[src/design/bdq_pkg.sv]
`timescale 1ns / 1ps
`default_nettype none
// ----------------------------------------------------------------------------
// bdq_pkg
// Shared constants, command codes and controller/datapath interface types
// for the bounded deque with search.
// ----------------------------------------------------------------------------
package bdq_pkg;

    localparam int BDQ_DEPTH = 16;
    localparam int VALUE_W   = 32;
    localparam int CMD_W     = 3;

    localparam logic [CMD_W-1:0] CMD_PUSH_FRONT = 3'd0;
    localparam logic [CMD_W-1:0] CMD_PUSH_BACK  = 3'd1;
    localparam logic [CMD_W-1:0] CMD_POP_FRONT  = 3'd2;
    localparam logic [CMD_W-1:0] CMD_POP_BACK   = 3'd3;
    localparam logic [CMD_W-1:0] CMD_SEARCH     = 3'd4;

    // controller -> datapath
    typedef struct packed {
        logic load;    // capture the input item
        logic exec;    // apply push/pop, start a search read at the front
        logic scan;    // compare one entry, fetch the next
        logic finish;  // move the result to the output register
    } bdq_ctl_t;

    // datapath -> controller
    typedef struct packed {
        logic is_search;
        logic scan_empty;  // search range is zero entries
        logic hit;
        logic last;        // entry under compare is the last one in range
        logic out_free;
    } bdq_sts_t;

endpackage
`default_nettype wire

[src/design/bounded_deque_with_search.sv]
`timescale 1ns / 1ps
`default_nettype none
// Each item passes accept, execute, then (for a search) one compare per entry over
// n = min(search_limit, entry count) entries, ending early on a hit, then finish.
// One item at a time: a new item is not accepted until the last one is through;
// a result still waiting on m_tready holds the next item in its finish state.
// Reset clears pointer, count, controller and output valid; the store keeps its
// contents and needs no clearing pass.
// ----------------------------------------------------------------------------
// bounded_deque_with_search
// Double-ended queue of signed 32-bit values in a ring store, with push and
// pop at both ends and a linear search over the leading entries.
// ----------------------------------------------------------------------------
module bounded_deque_with_search
    import bdq_pkg::*;
#(
    parameter int DEPTH = BDQ_DEPTH,
    localparam int CNT_W = $clog2(DEPTH + 1),
    localparam int IN_W  = ((CMD_W + VALUE_W + CNT_W + 7) / 8) * 8,
    localparam int OUT_W = ((CNT_W + 2 + 7) / 8) * 8
)
(
    input  wire logic             clk,
    input  wire logic             rst_n,
    input  wire logic             s_tvalid,
    output logic                  s_tready,
    input  wire logic [IN_W-1:0]  s_tdata,   // cmd, item_value, search_limit, zero pad
    output logic                  m_tvalid,
    input  wire logic             m_tready,
    output logic [OUT_W-1:0]      m_tdata    // entry_count, found, error, zero pad
);

    bdq_ctl_t         ctl;
    bdq_sts_t         sts;
    logic [CNT_W-1:0] out_count;
    logic             out_found;
    logic             out_error;

    bdq_ctrl u_ctrl
    (
        .clk      (clk),
        .rst_n    (rst_n),
        .s_tvalid (s_tvalid),
        .s_tready (s_tready),
        .ctl      (ctl),
        .sts      (sts)
    );

    bdq_datapath #(
        .DEPTH (DEPTH),
        .CNT_W (CNT_W)
    ) u_datapath
    (
        .clk       (clk),
        .rst_n     (rst_n),
        .in_cmd    (s_tdata[CMD_W-1:0]),
        .in_value  (s_tdata[CMD_W +: VALUE_W]),
        .in_limit  (s_tdata[CMD_W + VALUE_W +: CNT_W]),
        .ctl       (ctl),
        .sts       (sts),
        .m_tready  (m_tready),
        .m_tvalid  (m_tvalid),
        .out_count (out_count),
        .out_found (out_found),
        .out_error (out_error)
    );

    assign m_tdata = OUT_W'({out_error, out_found, out_count});

endmodule
`default_nettype wire

[src/design/bdq_ctrl.sv]
`timescale 1ns / 1ps
`default_nettype none
// ----------------------------------------------------------------------------
// bdq_ctrl
// Controller state machine: sequences accept, execute, scan and result
// hand-off for one item at a time.
// ----------------------------------------------------------------------------
module bdq_ctrl
    import bdq_pkg::*;
(
    input  wire logic     clk,
    input  wire logic     rst_n,
    input  wire logic     s_tvalid,
    output logic          s_tready,
    output bdq_ctl_t      ctl,
    input  wire bdq_sts_t sts
);

    typedef enum logic [3:0] {
        ST_IDLE   = 4'b0001,
        ST_EXEC   = 4'b0010,
        ST_SCAN   = 4'b0100,
        ST_FINISH = 4'b1000
    } state_t;

    state_t state_reg;
    state_t state_next;

    always_ff @(posedge clk or negedge rst_n)
    begin
        if (!rst_n)
        begin
            state_reg <= ST_IDLE;
        end
        else
        begin
            state_reg <= state_next;
        end
    end

    always_comb
    begin
        state_next = state_reg;
        ctl        = '0;
        s_tready   = 1'b0;
        unique case (state_reg)
            ST_IDLE:
            begin
                s_tready = 1'b1;
                if (s_tvalid)
                begin
                    ctl.load   = 1'b1;
                    state_next = ST_EXEC;
                end
            end
            ST_EXEC:
            begin
                ctl.exec = 1'b1;
                if (sts.is_search && !sts.scan_empty)
                begin
                    state_next = ST_SCAN;
                end
                else
                begin
                    state_next = ST_FINISH;
                end
            end
            ST_SCAN:
            begin
                ctl.scan = 1'b1;
                if (sts.hit || sts.last)
                begin
                    state_next = ST_FINISH;
                end
            end
            ST_FINISH:
            begin
                if (sts.out_free)
                begin
                    ctl.finish = 1'b1;
                    state_next = ST_IDLE;
                end
            end
            default:
            begin
                state_next = ST_IDLE;
            end
        endcase
    end

endmodule
`default_nettype wire

[src/design/bdq_datapath.sv]
`timescale 1ns / 1ps
`default_nettype none
// ----------------------------------------------------------------------------
// bdq_datapath
// Ring store, front pointer and count, search compare and output register.
// ----------------------------------------------------------------------------
module bdq_datapath
    import bdq_pkg::*;
#(
    parameter int DEPTH = BDQ_DEPTH,
    parameter int CNT_W = $clog2(DEPTH + 1)
)
(
    input  wire logic               clk,
    input  wire logic               rst_n,
    input  wire logic [CMD_W-1:0]   in_cmd,
    input  wire logic [VALUE_W-1:0] in_value,
    input  wire logic [CNT_W-1:0]   in_limit,
    input  wire bdq_ctl_t           ctl,
    output bdq_sts_t                sts,
    input  wire logic               m_tready,
    output logic                    m_tvalid,
    output logic [CNT_W-1:0]        out_count,
    output logic                    out_found,
    output logic                    out_error
);

    localparam int AW = $clog2(DEPTH);
    localparam logic [AW-1:0] LAST_IDX = AW'(DEPTH - 1);
    localparam logic [AW:0]   DEPTH_W  = (AW+1)'(DEPTH);
    localparam logic [CNT_W-1:0] FULL  = CNT_W'(DEPTH);

    logic [VALUE_W-1:0] mem [DEPTH];

    logic [CMD_W-1:0]   cmd_reg;
    logic [VALUE_W-1:0] key_reg;
    logic [CNT_W-1:0]   lim_reg;
    logic [CNT_W-1:0]   n_reg;
    logic [CNT_W-1:0]   cmp_cnt_reg;
    logic [AW-1:0]      rd_ptr_reg;
    logic [VALUE_W-1:0] rd_data_reg;
    logic               found_reg;
    logic               error_reg;
    logic [AW-1:0]      front_reg;
    logic [AW-1:0]      front_next;
    logic [CNT_W-1:0]   count_reg;
    logic [CNT_W-1:0]   count_next;
    logic               m_tvalid_reg;
    logic [CNT_W-1:0]   m_count_reg;
    logic               m_found_reg;
    logic               m_error_reg;

    logic               is_full;
    logic               is_empty;
    logic [AW-1:0]      front_dec;
    logic [AW-1:0]      front_inc;
    logic [AW-1:0]      rd_ptr_inc;
    logic [AW:0]        back_sum;
    logic [AW-1:0]      back_idx;
    logic [CNT_W-1:0]   n_calc;
    logic               we;
    logic [AW-1:0]      wr_addr;
    logic [AW-1:0]      rd_addr;
    logic               push_err;
    logic               pop_err;

    assign is_full    = (count_reg == FULL);
    assign is_empty   = (count_reg == '0);
    assign front_dec  = (front_reg == '0) ? LAST_IDX : front_reg - AW'(1);
    assign front_inc  = (front_reg == LAST_IDX) ? '0 : front_reg + AW'(1);
    assign rd_ptr_inc = (rd_ptr_reg == LAST_IDX) ? '0 : rd_ptr_reg + AW'(1);
    // count < DEPTH whenever this index is used, so one wrap is enough
    assign back_sum   = {1'b0, front_reg} + (AW+1)'(count_reg);
    assign back_idx   = (back_sum >= DEPTH_W) ? AW'(back_sum - DEPTH_W) : AW'(back_sum);
    assign n_calc     = (lim_reg > count_reg) ? count_reg : lim_reg;
    assign push_err   = ((cmd_reg == CMD_PUSH_FRONT) || (cmd_reg == CMD_PUSH_BACK)) && is_full;
    assign pop_err    = ((cmd_reg == CMD_POP_FRONT) || (cmd_reg == CMD_POP_BACK)) && is_empty;

    always_comb
    begin
        front_next = front_reg;
        count_next = count_reg;
        we         = 1'b0;
        wr_addr    = back_idx;
        if (ctl.exec)
        begin
            unique case (cmd_reg)
                CMD_PUSH_FRONT:
                begin
                    if (!is_full)
                    begin
                        front_next = front_dec;
                        count_next = count_reg + CNT_W'(1);
                        we         = 1'b1;
                        wr_addr    = front_dec;
                    end
                end
                CMD_PUSH_BACK:
                begin
                    if (!is_full)
                    begin
                        count_next = count_reg + CNT_W'(1);
                        we         = 1'b1;
                    end
                end
                CMD_POP_FRONT:
                begin
                    if (!is_empty)
                    begin
                        front_next = front_inc;
                        count_next = count_reg - CNT_W'(1);
                    end
                end
                CMD_POP_BACK:
                begin
                    if (!is_empty)
                    begin
                        count_next = count_reg - CNT_W'(1);
                    end
                end
                default:
                begin
                end
            endcase
        end
    end

    assign rd_addr = ctl.exec ? front_reg : rd_ptr_reg;

    // ring store: at most one write and one registered read per cycle
    always_ff @(posedge clk)
    begin
        if (we)
        begin
            mem[wr_addr] <= key_reg;
        end
        if (ctl.exec || ctl.scan)
        begin
            rd_data_reg <= mem[rd_addr];
        end
    end

    always_ff @(posedge clk or negedge rst_n)
    begin
        if (!rst_n)
        begin
            front_reg    <= '0;
            count_reg    <= '0;
            m_tvalid_reg <= 1'b0;
        end
        else
        begin
            front_reg <= front_next;
            count_reg <= count_next;
            if (ctl.finish)
            begin
                m_tvalid_reg <= 1'b1;
            end
            else if (m_tready)
            begin
                m_tvalid_reg <= 1'b0;
            end
        end
    end

    always_ff @(posedge clk)
    begin
        if (ctl.load)
        begin
            cmd_reg   <= in_cmd;
            key_reg   <= in_value;
            lim_reg   <= in_limit;
            found_reg <= 1'b0;
            error_reg <= 1'b0;
        end
        if (ctl.exec)
        begin
            error_reg   <= push_err || pop_err;
            n_reg       <= n_calc;
            cmp_cnt_reg <= '0;
            rd_ptr_reg  <= front_inc;
        end
        if (ctl.scan)
        begin
            cmp_cnt_reg <= cmp_cnt_reg + CNT_W'(1);
            rd_ptr_reg  <= rd_ptr_inc;
            if (sts.hit)
            begin
                found_reg <= 1'b1;
            end
        end
        if (ctl.finish)
        begin
            m_count_reg <= count_reg;
            m_found_reg <= found_reg;
            m_error_reg <= error_reg;
        end
    end

    assign sts.is_search  = (cmd_reg == CMD_SEARCH);
    assign sts.scan_empty = (n_calc == '0);
    assign sts.hit        = (rd_data_reg == key_reg);
    assign sts.last       = (cmp_cnt_reg == n_reg - CNT_W'(1));
    assign sts.out_free   = !m_tvalid_reg || m_tready;

    assign m_tvalid  = m_tvalid_reg;
    assign out_count = m_count_reg;
    assign out_found = m_found_reg;
    assign out_error = m_error_reg;

endmodule
`default_nettype wire

[config.mk]
export PLATFORM = sky130hd
export DESIGN_NAME = bounded_deque_with_search
export DESIGN_NICKNAME = d
export VERILOG_FILES = /design/src/design/bdq_pkg.sv /design/src/design/bounded_deque_with_search.sv /design/src/design/bdq_ctrl.sv /design/src/design/bdq_datapath.sv
export SDC_FILE = /design/constraint.sdc
export NUM_CORES = 1
export LEC_CHECK = 0
export BUFFER_PORTS_ARGS = -buffer_cell sky130_fd_sc_hd__clkbuf_2
export CORE_ASPECT_RATIO = 1.25
export CORE_MARGIN = 3
export CORE_UTILIZATION = 55
export DETAILED_ROUTE_END_ITERATION = 10
export GPL_ROUTABILITY_DRIVEN = 1
export PLACE_DENSITY = 0.71
export SLEW_MARGIN = 20
export SYNTH_ARGS = -nofsm -noshare
export SYNTH_HDL_FRONTEND = slang
export SYNTH_HIERARCHICAL = 1
export SYNTH_SLANG_ARGS = --single-unit
export TNS_END_PERCENT = 5
[constraint.sdc]
create_clock -name clk -period 4.9 [get_ports clk]
set_input_delay 0.49 -clock clk [delete_from_list [all_inputs] [get_ports clk]]
set_output_delay 0.49 -clock clk [all_outputs]
set_load 0.1 [all_outputs]
======== Word-level counts from Yosys, hierarchy flattened ========
Memories as Yosys holds them, arrays and structs flattened. A register that Yosys moved wholly into a read port is not among the register bits.
Cells that the tools add are included.
cells by class
  add/subtract/negate cells ............... 9
  $lt $le $gt $ge ......................... 2
  eq/ne operators ......................... 20
  muxes and demuxes ....................... 43
  reductions and logical operators ........ 25
operators by type and width
  cell                                                                 count
  4-bit 2-to-1 mux                                                     16
  32-bit == test                                                       1
  5-bit 2-to-1 mux                                                     5
  1-bit 2-to-1 mux                                                     19
  4-bit case mux with 4 select lines                                   1
  4-bit == test (second input constant)                                3
  2-bit != test (second input constant)                                6
  5-bit by 1-bit adder with 5-bit output (second input constant)       2
  5-bit logical NOT                                                    2
  5-bit case mux with 2 select lines                                   1
  2-bit nonzero test                                                   5
  5-bit by 1-bit subtractor with 5-bit output (second input constant)  2
  4-bit by 1-bit adder with 4-bit output (second input constant)       2
  4-bit case mux with 2 select lines                                   1
  4-bit AND reduction                                                  2
  4-bit by 1-bit subtractor with 4-bit output (second input constant)  2
  3-bit by 2-bit == test with 1-bit output (second input constant)     2
  1-bit logical OR                                                     6
  4-bit by 5-bit adder with 5-bit output                               1
  5-bit == test                                                        1
  5-bit == test (second input constant)                                1
  5-bit >= comparator (second input constant)                          1
  5-bit > comparator                                                   1
  4-bit by 1-bit == test with 1-bit output (second input constant)     1
  other kinds (11)                                                     15
word-level totals
  register bits ........................... 77
  bits in writable memories ............... 512
  bits of input ports ..................... 44
  output and inout port bits .............. 10
  memories ................................ 1
memories
  memory          words  bits a word  read ports  clocked after memory_dff  wr ports  RTL line            text
  u_datapath.mem  16     32           1           1                         1         bdq_datapath.sv:33  logic [VALUE_W-1:0] mem [DEPTH];

======== Longest topological paths before layout ========
Gate-level depths: netlist of the first run.
  depth in word-level cells ............... 7
  depth in mapped cells ................... 10
  depth with buffers taken out ............ 10

======== Modules after synthesis ========
Netlist of the first run, hierarchy kept.
by module, submodules not included
  module                     times used  cells each  area an instance (sq um)
  bdq_datapath               1           1125        23872.9
  bdq_ctrl                   1           22          245.2
  bounded_deque_with_search  1           4           26.3

======== Least setup slack after synthesis of the first run ========
No wires, ideal clock.
  path kind ............................... flip-flop to flip-flop
  from .................................... register u_ctrl.state_reg[3]
  to ...................................... memory u_datapath.mem[11][0] (enable)
  setup time .............................. 0.421 ns
  data arrival time ....................... 3.373 ns
  slack ................................... 1.106 ns
  stages on the path, launching flop included .. 6
  path buffers ............................ 0
  period minus slack after synthesis ...... 3.794 ns
  path through ............................ dfrtp_1 > nor4b_4 > nand2b_1 > a2111oi_2 > a32oi_1 > nor2_1
RTL lines
  item                    RTL line            text
  start, declared         bdq_ctrl.sv:26      state_t state_reg;
  start signal, assigned  bdq_ctrl.sv:37      state_reg <= state_next;
  end, declared           bdq_datapath.sv:33

==> results of run 1 <==
## cell families (layout without fill, tap and decap cells)
kind of cell / after synthesis / count (layout)
adders and majority gates: 18 / 18
other: 1 / 1
and+or+nand+nor: 131 / 131
muxes: 142 / 142
xor gates and xnor gates: 56 / 56
DFF: 621 / 621
AOI/OAI and AO/OA: 116 / 116
buffers and inverters: 66 / 206
## metrics by stage
| step | cells | hold slack [ps] | power (uW) | worst slack [ps] |
|---|---|---|---|---|
| floorplan | 1151 | 194 | 8690 | 1110 |
| global route | 1856 | 24.7 | 14800 | 1120 |
| global placement | 1745 | 429 | 9530 | 1400 |
| CTS | 1856 | 10.4 | 14400 | 1250 |
| finish | 1856 | 47.2 | 14200 | 1280 |
| detailed placement | 1745 | 438 | 9590 | 1320 |
## power breakdown
group          internal [uW]  total (uW)  switching (uW)
clock network           2840        4750            1910
logic                   1110        2650            1540
registers               6390        6830             433
## placed cells by master (no fill, tap or decap), types with 5 or more instances in the layout
| master | n |
|---|---|
| nand2_1 | 48 |
| dfrtp_1 | 13 |
| clkbuf_2 | 52 |
| a22oi_1 | 64 |
| mux2_2 | 7 |
| clkbuf_16 | 59 |
| clkinv_1 | 13 |
| nor2_1 | 14 |
| ha_1 | 16 |
| buf_12 | 8 |
| a21oi_1 | 9 |
| bufinv_16 | 12 |
| edfxtp_1 | 606 |
| xnor2_1 | 14 |
| buf_4 | 20 |
| mux4_2 | 128 |
| clkinv_2 | 11 |
| nand2b_1 | 9 |
| o21ai_0 | 12 |
| nor2b_1 | 5 |
| nor4_1 | 10 |
| nor2_4 | 16 |
| xor2_1 | 42 |
| a21o_1 | 5 |
| clkbuf_1 | 7 |
| inv_1 | 15 |
## path summary, 6_finish.rpt
kind                                               to  slack [ps]  cells after the start
min in group asynchronous         u_ctrl/state_reg[3]         340                      2
max in group asynchronous         u_ctrl/state_reg[0]        4230                      2
worst max-delay path            u_datapath/mem[5][15]        1280                      6
worst max register to register  u_datapath/mem[5][15]        1280                      6
worst min register to register   u_datapath/out_found         450                      0
worst min-delay path            u_datapath/key_reg[9]          50                      1
## metal layers
layer / global-route usage (%) / vias to the layer above
li1: - / 4942
met2: 36.0 / 419
met3: 3.83 / 104
met1: 29.8 / 6062
met5: 0 / -
met4: 7.39 / 2
## final cells by class
| cell class | count | area (um^2) | share of cell area, % |
|---|---|---|---|
| clock inverters | 44 | 541 | 1.97 |
| multi-input cells | 464 | 5480 | 20.0 |
| inverters | 15 | 56.3 | 0.205 |
| flip-flops and latches | 621 | 18600 | 67.7 |
| repair buffers | 81 | 581 | 2.12 |
| well taps | 565 | 707 | 2.58 |
| clock buffers | 66 | 1500 | 5.48 |
## critical path: stages, from the launching register on
cell,delay (ps)
dfrtp_1,470
nor4b_4,260
nand2b_1,190
a2111oi_2,700
a32oi_1,500
nor2_4,780
buf_4,390
==> results.py, run 1 <==
metrics = {
    "floorplanning": {
        "io_pins": 54,
        "core_um2": 43200,
        "fp.dieW_um": 193,
        "num_rows": 85,
        "die_y_um": 240,
        "initial_core_util_pct": 55.9,
        "dieArea_um2": 46500,
    },
    "placement": {
        "place_area_um2": 25400,
        "io_buffers": 52,
        "place_congestion": 0.784,
        "dp_hpwl_um": 26200,
    },
    "yosys": {
        "synth_edf_count": 606,
        "ys_seq_elements": 621,
        "synth_area_per_cell_um2": 21.0,
        "synth_fa_ha_area_share_pct": 0.995,
        "synthCells": 1151,
        "synth_top_family_by_area": "multiplexers",
        "muxShareOfSynthArea_pct": 12.6,
        "netlist_area_um2": 24100,
        "synth_top_area_share_pct": 75.4,
        "ys_seq_area_share_pct": 76.9,
        "synth.net_count": 1213,
        "synth_ff_type": "edfxtp_1",
        "yosysMostFrequentCell": "edfxtp_1",
        "yosys.area.top_type": "edfxtp_1",
        "synth_compound_area_share_pct": 3.51,
        "yosys-top-cells-count": "edfxtp_1 (606), mux4_2 (128), a22oi_1 (64)",
        "ys_warn_count": 6,
        "synth-async-reset-ratio_pct": 2.25,
        "synth_cell_type_count": 57,
        "synth.area.top_cells": "edfxtp_1 (75%), mux4_2 (12%), a22oi_1 (2.0%)",
        "synthSimpleGateAreaFrac_pct": 2.75,
        "synth-xor-area-share_pct": 2.03,
    },
    "setup_path": {
        "crit_required_ps": 5200,
        "arrival_ps": 3910,
        "end_kind": "flip-flop",
        "crit_fanout": 19,
        "crit_path_start_kind": "flip-flop",
        "critPathKind": "flip-flop to flip-flop",
        "crit_path_start": "u_ctrl/state_reg[1]",
        "r2r_start": "u_ctrl/state_reg[1]",
    },
    "detailed_routing": {
        "drt_iter0_drc": 915,
        "wl_met3_um": 3340,
        "wl_um": 49200,
        "highest_layer": "met5",
        "via_count": 11529,
        "drtAntennaViolNets": 0,
        "post_drt_wl_per_cell_um": 26.5,
        "met1_length_um": 19700,
        "drc_errors": 0,
        "wl_met2_um": 24700,
        "viasPerCell": 6.21,
        "firstDrtPassIters": 5,
    },
    "pwr": {
        "vdd_drop_max_mv": 0.430,
        "pwr_density_cell_nw_per_um2": 519,
        "p_leak_uw": 0.00888,
    },
    "clock_network": {
        "numCtsBuffers": 58,
        "clkLatencyLatePin_ps": 620,
        "cts_setup_buffers": 0,
        "cts.path.max_buffers": 3,
        "post_cts_resized": 0,
        "cts-root-buf": "clkbuf_16",
        "tritoncts": "yes",
        "hold_buffers": 1,
        "cts_num_sinks": 621,
        "h-tree-depth": 2,
        "clk_pin_slew_ps": 70,
    },
    "cells_and_area": {
        "finalInstanceArea_um2": 27400,
        "diodes": 0,
        "largest_register_ffs": 512,
        "area_growth_pct": 13.6,
        "fillers": 2934,
        "layout-drive-gt1-share_pct": 26.3,
        "fin_util_pct": 63.5,
        "nNetsFinal": 1303,
    },
    "worst_hold_path": {
        "hold_class": "primary input to flip-flop",
        "hold_start": "s_tdata[12]",
    },
    "sta": {
        "hold_viol": 0,
        "slew_headroom_pct": 28.7,
        "tns_ps": 0,
        "setup_viol": 0,
        "min_period_over_period_pct": 73.9,
        "rsz0062_at_grt": "no",
        "drv_slew": 0,
        "fin_crit_ps": 3620,
        "clock.fmax_mhz": 276,
        "tightest_slew_ps": 1050,
        "fin_skew_ps": 14.4,
    },
    "global_route": {
        "grt_max_degree": 87,
        "grt_pass1_vias": 11870,
        "grt_pass1_wl_um": 74900,
        "grt.total_usage_pct": 21.7,
        "gr-total-overflow": 0,
        "antenna_found_initial": 1,
    },
    "status": {
        "status": "finished, final reports clean",
    },
    "flow_run": {
        "drv_cap": 0,
    },
}
Power figures use the tool's default switching activity.
==> inputs of run 2 (changes only) <==
- PLACE_DENSITY: 0.71 -> 0.74
- clock period: 4.9 -> 3.02 ns (I/O delays scaled with it)
==> run 2 against run 1 <==
  * Worst setup slack worse by 1200 ps
  * Routed wire length up 6.5%
  * Core utilization up 2.3 points
  * Maximum frequency up 25%
  * Combinational power up 89%
  * Sequential share of layout area down 2.4 points
  * Critical endpoint is now u_datapath/rd_data_reg[31]
  * Largest cell class unchanged
  * Highest routed layer is now met4
==> results.py, run 2 (same netlist as run 1, synthesis figures left out) <==
metrics = {
    "worst_hold_path": {
        "hold_class": "primary input to flip-flop",
        "hold_end": "u_datapath/m_tvalid",
        "holdPathStages": 3,
        "hold_start": "m_tready",
    },
    "placement": {
        "place_congestion": 0.794,
        "dpl.cell_count": 1797,
        "io_buffers": 52,
        "dp_hpwl_um": 29100,
    },
    "floorplanning": {
        "io_pins": 54,
        "core_um2": 43200,
        "die_y_um": 240,
        "dieArea_um2": 46500,
        "num_rows": 85,
        "initial_core_util_pct": 55.9,
        "fp.dieW_um": 193,
    },
    "detailed_routing": {
        "post_drt_wl_per_cell_um": 26.7,
        "drt_iter0_drc": 1208,
        "drc_errors": 0,
        "wl_um": 52300,
        "viasPerCell": 6.14,
        "via_count": 12022,
        "firstDrtPassIters": 5,
        "drtAntennaViolNets": 0,
    },
    "setup_path": {
        "worst_path_max_delay_cell": "mux4_2",
        "cp_num_buf_inv": 4,
        "crit_required_ps": 3350,
        "critPathKind": "flip-flop to flip-flop",
        "slowest_delay_ps": 500,
        "crit_path_start_kind": "flip-flop",
        "crit_fanout": 17,
        "crit_chain": "nor4b_4 -> buf_6 -> mux2i_4 -> buf_12 -> buf_4 -> buf_4 -> mux4_2 -> a22oi_1 -> nand2_1",
        "r2r_end": "u_datapath/rd_data_reg[31]",
        "crit_family": "multiplexers",
        "rr_worst_depth": 9,
        "r2r_start": "u_ctrl/state_reg[3]",
        "arrival_ps": 3230,
        "end_kind": "flip-flop",
        "crit_path_frequent_cell": "buf_4",
        "rrSetupSlack_ps": 120,
    },
    "pwr": {
        "swShare_pct": 27.6,
        "intPower_uw": 16700,
        "combinationalPowerShare_pct": 21.8,
        "vdd_drop_max_mv": 0.646,
        "p_total_uw": 23000,
        "seqPwrFrac_pct": 47.5,
        "p_switching_uw": 6350,
        "p_leak_uw": 0.00937,
        "pwr_density_cell_nw_per_um2": 810,
        "p_clk_share_pct": 30.7,
    },
    "global_route": {
        "grt_pass1_vias": 12442,
        "grt.total_usage_pct": 22.8,
        "gr-total-overflow": 0,
        "grt_pass1_wl_um": 78700,
        "antenna_found_initial": 0,
        "grt_max_degree": 49,
    },
    "clock_network": {
        "numCtsBuffers": 58,
        "cts-root-buf": "clkbuf_16",
        "cts_num_sinks": 621,
        "clk_pin_slew_ps": 60,
        "tritoncts": "yes",
        "cts.path.max_buffers": 3,
        "h-tree-depth": 2,
        "clkLatencyLatePin_ps": 590,
    },
    "sta": {
        "fin_crit_ps": 2900,
        "drv_slew": 0,
        "setup_viol": 0,
        "hold_viol": 0,
        "fin_skew_ps": 11.2,
        "slew_headroom_pct": 51.2,
        "tightest_slew_ps": 726,
        "clock.fmax_mhz": 345,
        "min_period_over_period_pct": 95.9,
    },
    "cells_and_area": {
        "final_common_cell": "edfxtp_1",
        "layout_common_cells": "edfxtp_1 (606), mux4_2 (128), a22oi_1 (64), clkbuf_16 (60), buf_4 (60)",
        "multi_input_area_um2": 5500,
        "final_cells": 1957,
        "diodes": 0,
        "seq_area_um2": 18600,
        "fillers": 2811,
        "nNetsFinal": 1408,
        "area_growth_pct": 17.8,
        "largest_register_ffs": 512,
        "layout-drive-gt1-share_pct": 28.1,
    },
    "flow_run": {
        "drv_cap": 0,
    },
    "status": {
        "status": "finished, final reports clean",
    },
}
## run 2: cell types whose count changed in the layout (fill, tap and decap cells not counted), moves of 4 or more
cell,change
clkbuf_1,+8
clkinvlp_4,-4
bufinv_16,-6
dlygate4sd3_1,+41
buf_12,+21
buf_4,+40
## run 2: metal layers
layer / GRT usage, % / vias to the layer above / share of wire (%)
met5: 0 / - / 0
met4: 7.85 / 0 / 3.4
met3: 3.73 / 122 / 7.5
met2: 39.3 / 572 / 52
met1: 30.0 / 6181 / 38
li1: - / 5147 / -
## run 2: worst max-delay path by stage
stage | startpoint | end | slack [ps] | depth (start not counted)
6_report | u_ctrl/state_reg[3] | u_datapath/rd_data_reg[31] | 120 | 9
3_3_place_gp | u_ctrl/state_reg[3] | u_datapath/rd_data_reg[31] | 110 | 8
4_1_cts | u_ctrl/state_reg[3] | u_datapath/rd_data_reg[12] | 10 | 8
5_1_grt | u_ctrl/state_reg[3] | u_datapath/rd_data_reg[0] | -9 | 8
2_1_floorplan | u_ctrl/state_reg[3] | u_datapath/mem[9][0] | -290 | 5
3_5_place_dp | u_ctrl/state_reg[3] | u_datapath/rd_data_reg[23] | 60 | 8
## run 2: worst min-delay path: cells and delay by family
kind                   cells  cell delay [ps]
AND/OR/NAND/NOR            2              250
buffers and inverters      1               70
## run 2: power groups by stage
stage               clock network, uW  registers [uW]  logic [uW]
floorplan                           0           11000        3210
global placement                    0           11100        4810
detailed placement                  0           11100        4900
CTS                              7210           11000        4970
global route                     7580           11000        5400
finish                           7070           11000        5020
## run 2: what timing repair did
item,CTS,global route
setup buffers,0,11
hold endpoints to repair,55,0
endpoints found under the setup margin,0,29
gates resized for setup,0,4
hold buffers,42,0
## run 2: final cells by class
class / count / area share (%)
sequential: 621 / 65.3
inverter: 15 / 0.198
clock inverter: 32 / 1.07
multi-input combinational: 464 / 19.3
clock buffer: 74 / 5.39
tap: 565 / 2.49
timing repair buffer: 186 / 6.20
## run 2: metrics by stage
stage / setup TNS [ps] / hold WS (ps) / setup WS [ps] / util (%) / area [um^2]
final: 0 / 91.5 / 123 / 65.9 / 28400
after global routing: -16.2 / 102 / -8.75 / 65.9 / 28400
after CTS: 0 / 71.7 / 10.4 / 65.6 / 28300
after detailed placement: 0 / 238 / 55.0 / 60.4 / 26100
after global placement: 0 / 234 / 112 / 60.4 / 26100
after floorplan: -120570 / 6.41 / -291 / - / 24200
==> inputs of run 3 (changes only) <==
- ABC_AREA: default -> 1
- RECOVER_POWER: default -> 50
==> run 3 against run 2 <==
  * Worst hold slack better by 250 ps
  * Clock skew rose by 1.5 ps
  * Global-route usage up 1.1 points
  * Core utilization is 1.6 points lower
  * Sequential power about the same
  * Non-clock buffer count unchanged
  * Sequential share of layout area is 3.1 points lower
  * Register-to-register slack improved by 80 ps
  * Maximum frequency grew 2.7%
==> results.py, run 3 <==
metrics = {
    "status": {
        "status": "finished, final reports clean",
    },
    "detailed_routing": {
        "drt_iter0_drc": 1736,
        "viasPerCell": 5.69,
        "firstDrtPassIters": 6,
        "post_drt_wl_per_cell_um": 20.3,
        "via_count": 16748,
        "drtAntennaViolNets": 0,
        "drc_errors": 0,
        "wl_um": 59800,
    },
    "floorplanning": {
        "dieArea_um2": 49900,
        "core_um2": 46500,
        "fp.dieW_um": 200,
        "initial_core_util_pct": 56.0,
        "num_rows": 88,
        "die_y_um": 249,
        "io_pins": 54,
    },
    "setup_path": {
        "critPathKind": "flip-flop to flip-flop",
        "rrSetupSlack_ps": 200,
        "r2r_start": "u_ctrl/state_reg[3]",
        "crit_path_start_kind": "flip-flop",
        "r2r_end": "u_datapath/rd_data_reg[10]",
        "crit_fanout": 128,
        "rr_worst_depth": 11,
        "arrival_ps": 3300,
        "end_kind": "flip-flop",
        "crit_required_ps": 3500,
    },
    "clock_network": {
        "h-tree-depth": 2,
        "cts-root-buf": "clkbuf_16",
        "cts_setup_buffers": 0,
        "clkLatencyLatePin_ps": 610,
        "numCtsBuffers": 58,
        "clk_pin_slew_ps": 60,
        "cts_num_sinks": 621,
        "tritoncts": "yes",
        "cts.path.max_buffers": 3,
    },
    "yosys": {
        "yosysMostFrequentCell": "edfxtp_1",
        "ys_seq_area_share_pct": 71.4,
        "synthCells": 2128,
        "synth_area_per_cell_um2": 12.2,
        "netlist_area_um2": 26000,
        "synth-async-reset-ratio_pct": 2.25,
        "yosys.area.top_type": "edfxtp_1",
        "ys_warn_count": 6,
        "synth_edf_count": 606,
        "synth_ff_type": "edfxtp_1",
        "synth.net_count": 2190,
        "yosys-top-cells-count": "edfxtp_1 (606), nand2_1 (450), inv_1 (290)",
        "synth.area.top_cells": "edfxtp_1 (70%), nand2_1 (6.5%), o211ai_1 (6.5%)",
        "synth_top_area_share_pct": 70.0,
        "synth_cell_type_count": 30,
        "ys_seq_elements": 621,
    },
    "global_route": {
        "gr-total-overflow": 0,
        "grt_pass1_vias": 16426,
        "antenna_found_initial": 0,
        "grt_max_degree": 129,
        "grt.total_usage_pct": 23.9,
        "grt_pass1_wl_um": 92900,
    },
    "cells_and_area": {
        "layout-drive-gt1-share_pct": 9.22,
        "final_common_cell": "edfxtp_1",
        "area_growth_pct": 14.8,
        "nNetsFinal": 2323,
        "largest_register_ffs": 512,
        "layout_common_cells": "edfxtp_1 (606), nand2_1 (448), inv_1 (288), nand3_1 (254), o211ai_1 (225)",
        "diodes": 0,
    },
    "sta": {
        "hold_viol": 0,
        "tns_ps": 0,
        "rsz0062_at_grt": "no",
        "setup_viol": 0,
        "fin_skew_ps": 12.7,
        "tightest_slew_ps": 1180,
        "min_period_over_period_pct": 93.4,
        "slew_headroom_pct": 21.4,
        "clock.fmax_mhz": 354,
        "fin_crit_ps": 2820,
        "drv_slew": 0,
    },
    "placement": {
        "dp_hpwl_um": 36200,
        "io_buffers": 52,
        "place_congestion": 0.923,
    },
    "worst_hold_path": {
        "hold_class": "primary input to asynchronous set/reset pin",
    },
    "pwr": {
        "vdd_drop_max_mv": 0.855,
        "pwr_density_cell_nw_per_um2": 844,
        "p_total_uw": 25200,
        "swShare_pct": 33.7,
        "seqPwrFrac_pct": 43.0,
        "combinationalPowerShare_pct": 28.4,
        "p_leak_uw": 0.0112,
        "intPower_uw": 16700,
        "p_clk_share_pct": 28.6,
        "p_switching_uw": 8500,
    },
    "flow_run": {
        "drv_cap": 0,
    },
}
## run 3: cell types whose count changed after synthesis, sizes merged, moves of 11 or more
cell / previous run / this run
nand2: 48 / 452
inv: 15 / 291
nand3: 3 / 255
o211ai: 0 / 225
mux4: 128 / 0
a22oi: 64 / 0
buf: 34 / 78
xor2: 42 / 13
xnor2: 14 / 37
nor2: 30 / 52
clkbuf: 17 / 35
o21ai: 13 / 26
nor4: 11 / 0
## run 3: cell families after synthesis
family | Yosys count | share of synthesized area, %
DFF | 621 | 71.4
adders and majority gates | 18 | 0.924
AOI/OAI and AO/OA | 261 | 7.22
buffers and inverters | 404 | 6.22
and+or+nand+nor | 773 | 12.5
other | 1 | 0.0144
xor gates and xnor gates | 50 | 1.68
## run 3: how the worst max path moves through the flow
stage	endpoint	from	cells past startpoint
5_1_grt	u_ctrl/state_reg[3]	u_datapath/count_reg[3]	17
4_1_cts	u_datapath/mem[14][25]	u_ctrl/state_reg[3]	8
3_5_place_dp	u_datapath/mem[5][6]	u_ctrl/state_reg[3]	9
2_1_floorplan	u_datapath/mem[11][0]	u_ctrl/state_reg[3]	9
3_3_place_gp	u_datapath/mem[5][24]	u_ctrl/state_reg[3]	9
6_report	u_datapath/rd_data_reg[10]	u_ctrl/state_reg[3]	11
## run 3: layout make-up
class                   count  area [um^2]
clock inverters            37          313
fillers                  3381        16600
well taps                 630          788
inverters                 291         1090
clock buffers              73         1570
flip-flops and latches    621        18600
multi-input cells        1103         5990
repair buffers            186         1540
## run 3: critical path, cell delays in order (launching register included)
cell      delay [ps]
dfrtp_1          410
nor2_2           200
nand2_1          140
inv_2            160
buf_4            250
nand2_1          130
o21ai_4          110
buf_12           550
o211ai_1         200
nand3_1          190
nand3_1          160
nand2_1          130
## run 3: stage by stage
stage                     std cells  utilization, %  hold slack [ps]  area (um^2)  setup slack (ps)
after floorplan                2128               -             6.41        26000              -470
after global placement         2788            59.6              247        27700               261
after detailed placement       2788            59.6              248        27700               171
after CTS                      2941            64.6              130        30000               100
after global routing           2941            64.3              377        29900              60.7
final                          2941            64.3              337        29900               198
## run 3: power groups by stage
stage	sequential [uW]	combinational (uW)	clock, uW
floorplan	11100	4410	0
global placement	11000	6890	0
detailed placement	11000	7080	0
CTS	10800	7180	7300
global route	10900	7840	7620
finish	10800	7160	7200
## run 3: per-layer routing
layer | vias up | track usage, % | routed length (um)
met5 | - | 0 | 0
met4 | 0 | 7.99 | 1570
met3 | 133 | 5.16 | 6060
met2 | 791 | 38.4 | 28300
met1 | 8070 | 32.8 | 23900
li1 | 7754 | - | -
## run 3: timing repair
action,CTS,global route
hold buffers,43,0
hold endpoints to repair,56,0
gates resized for setup,0,3
endpoints found under the setup margin,0,494
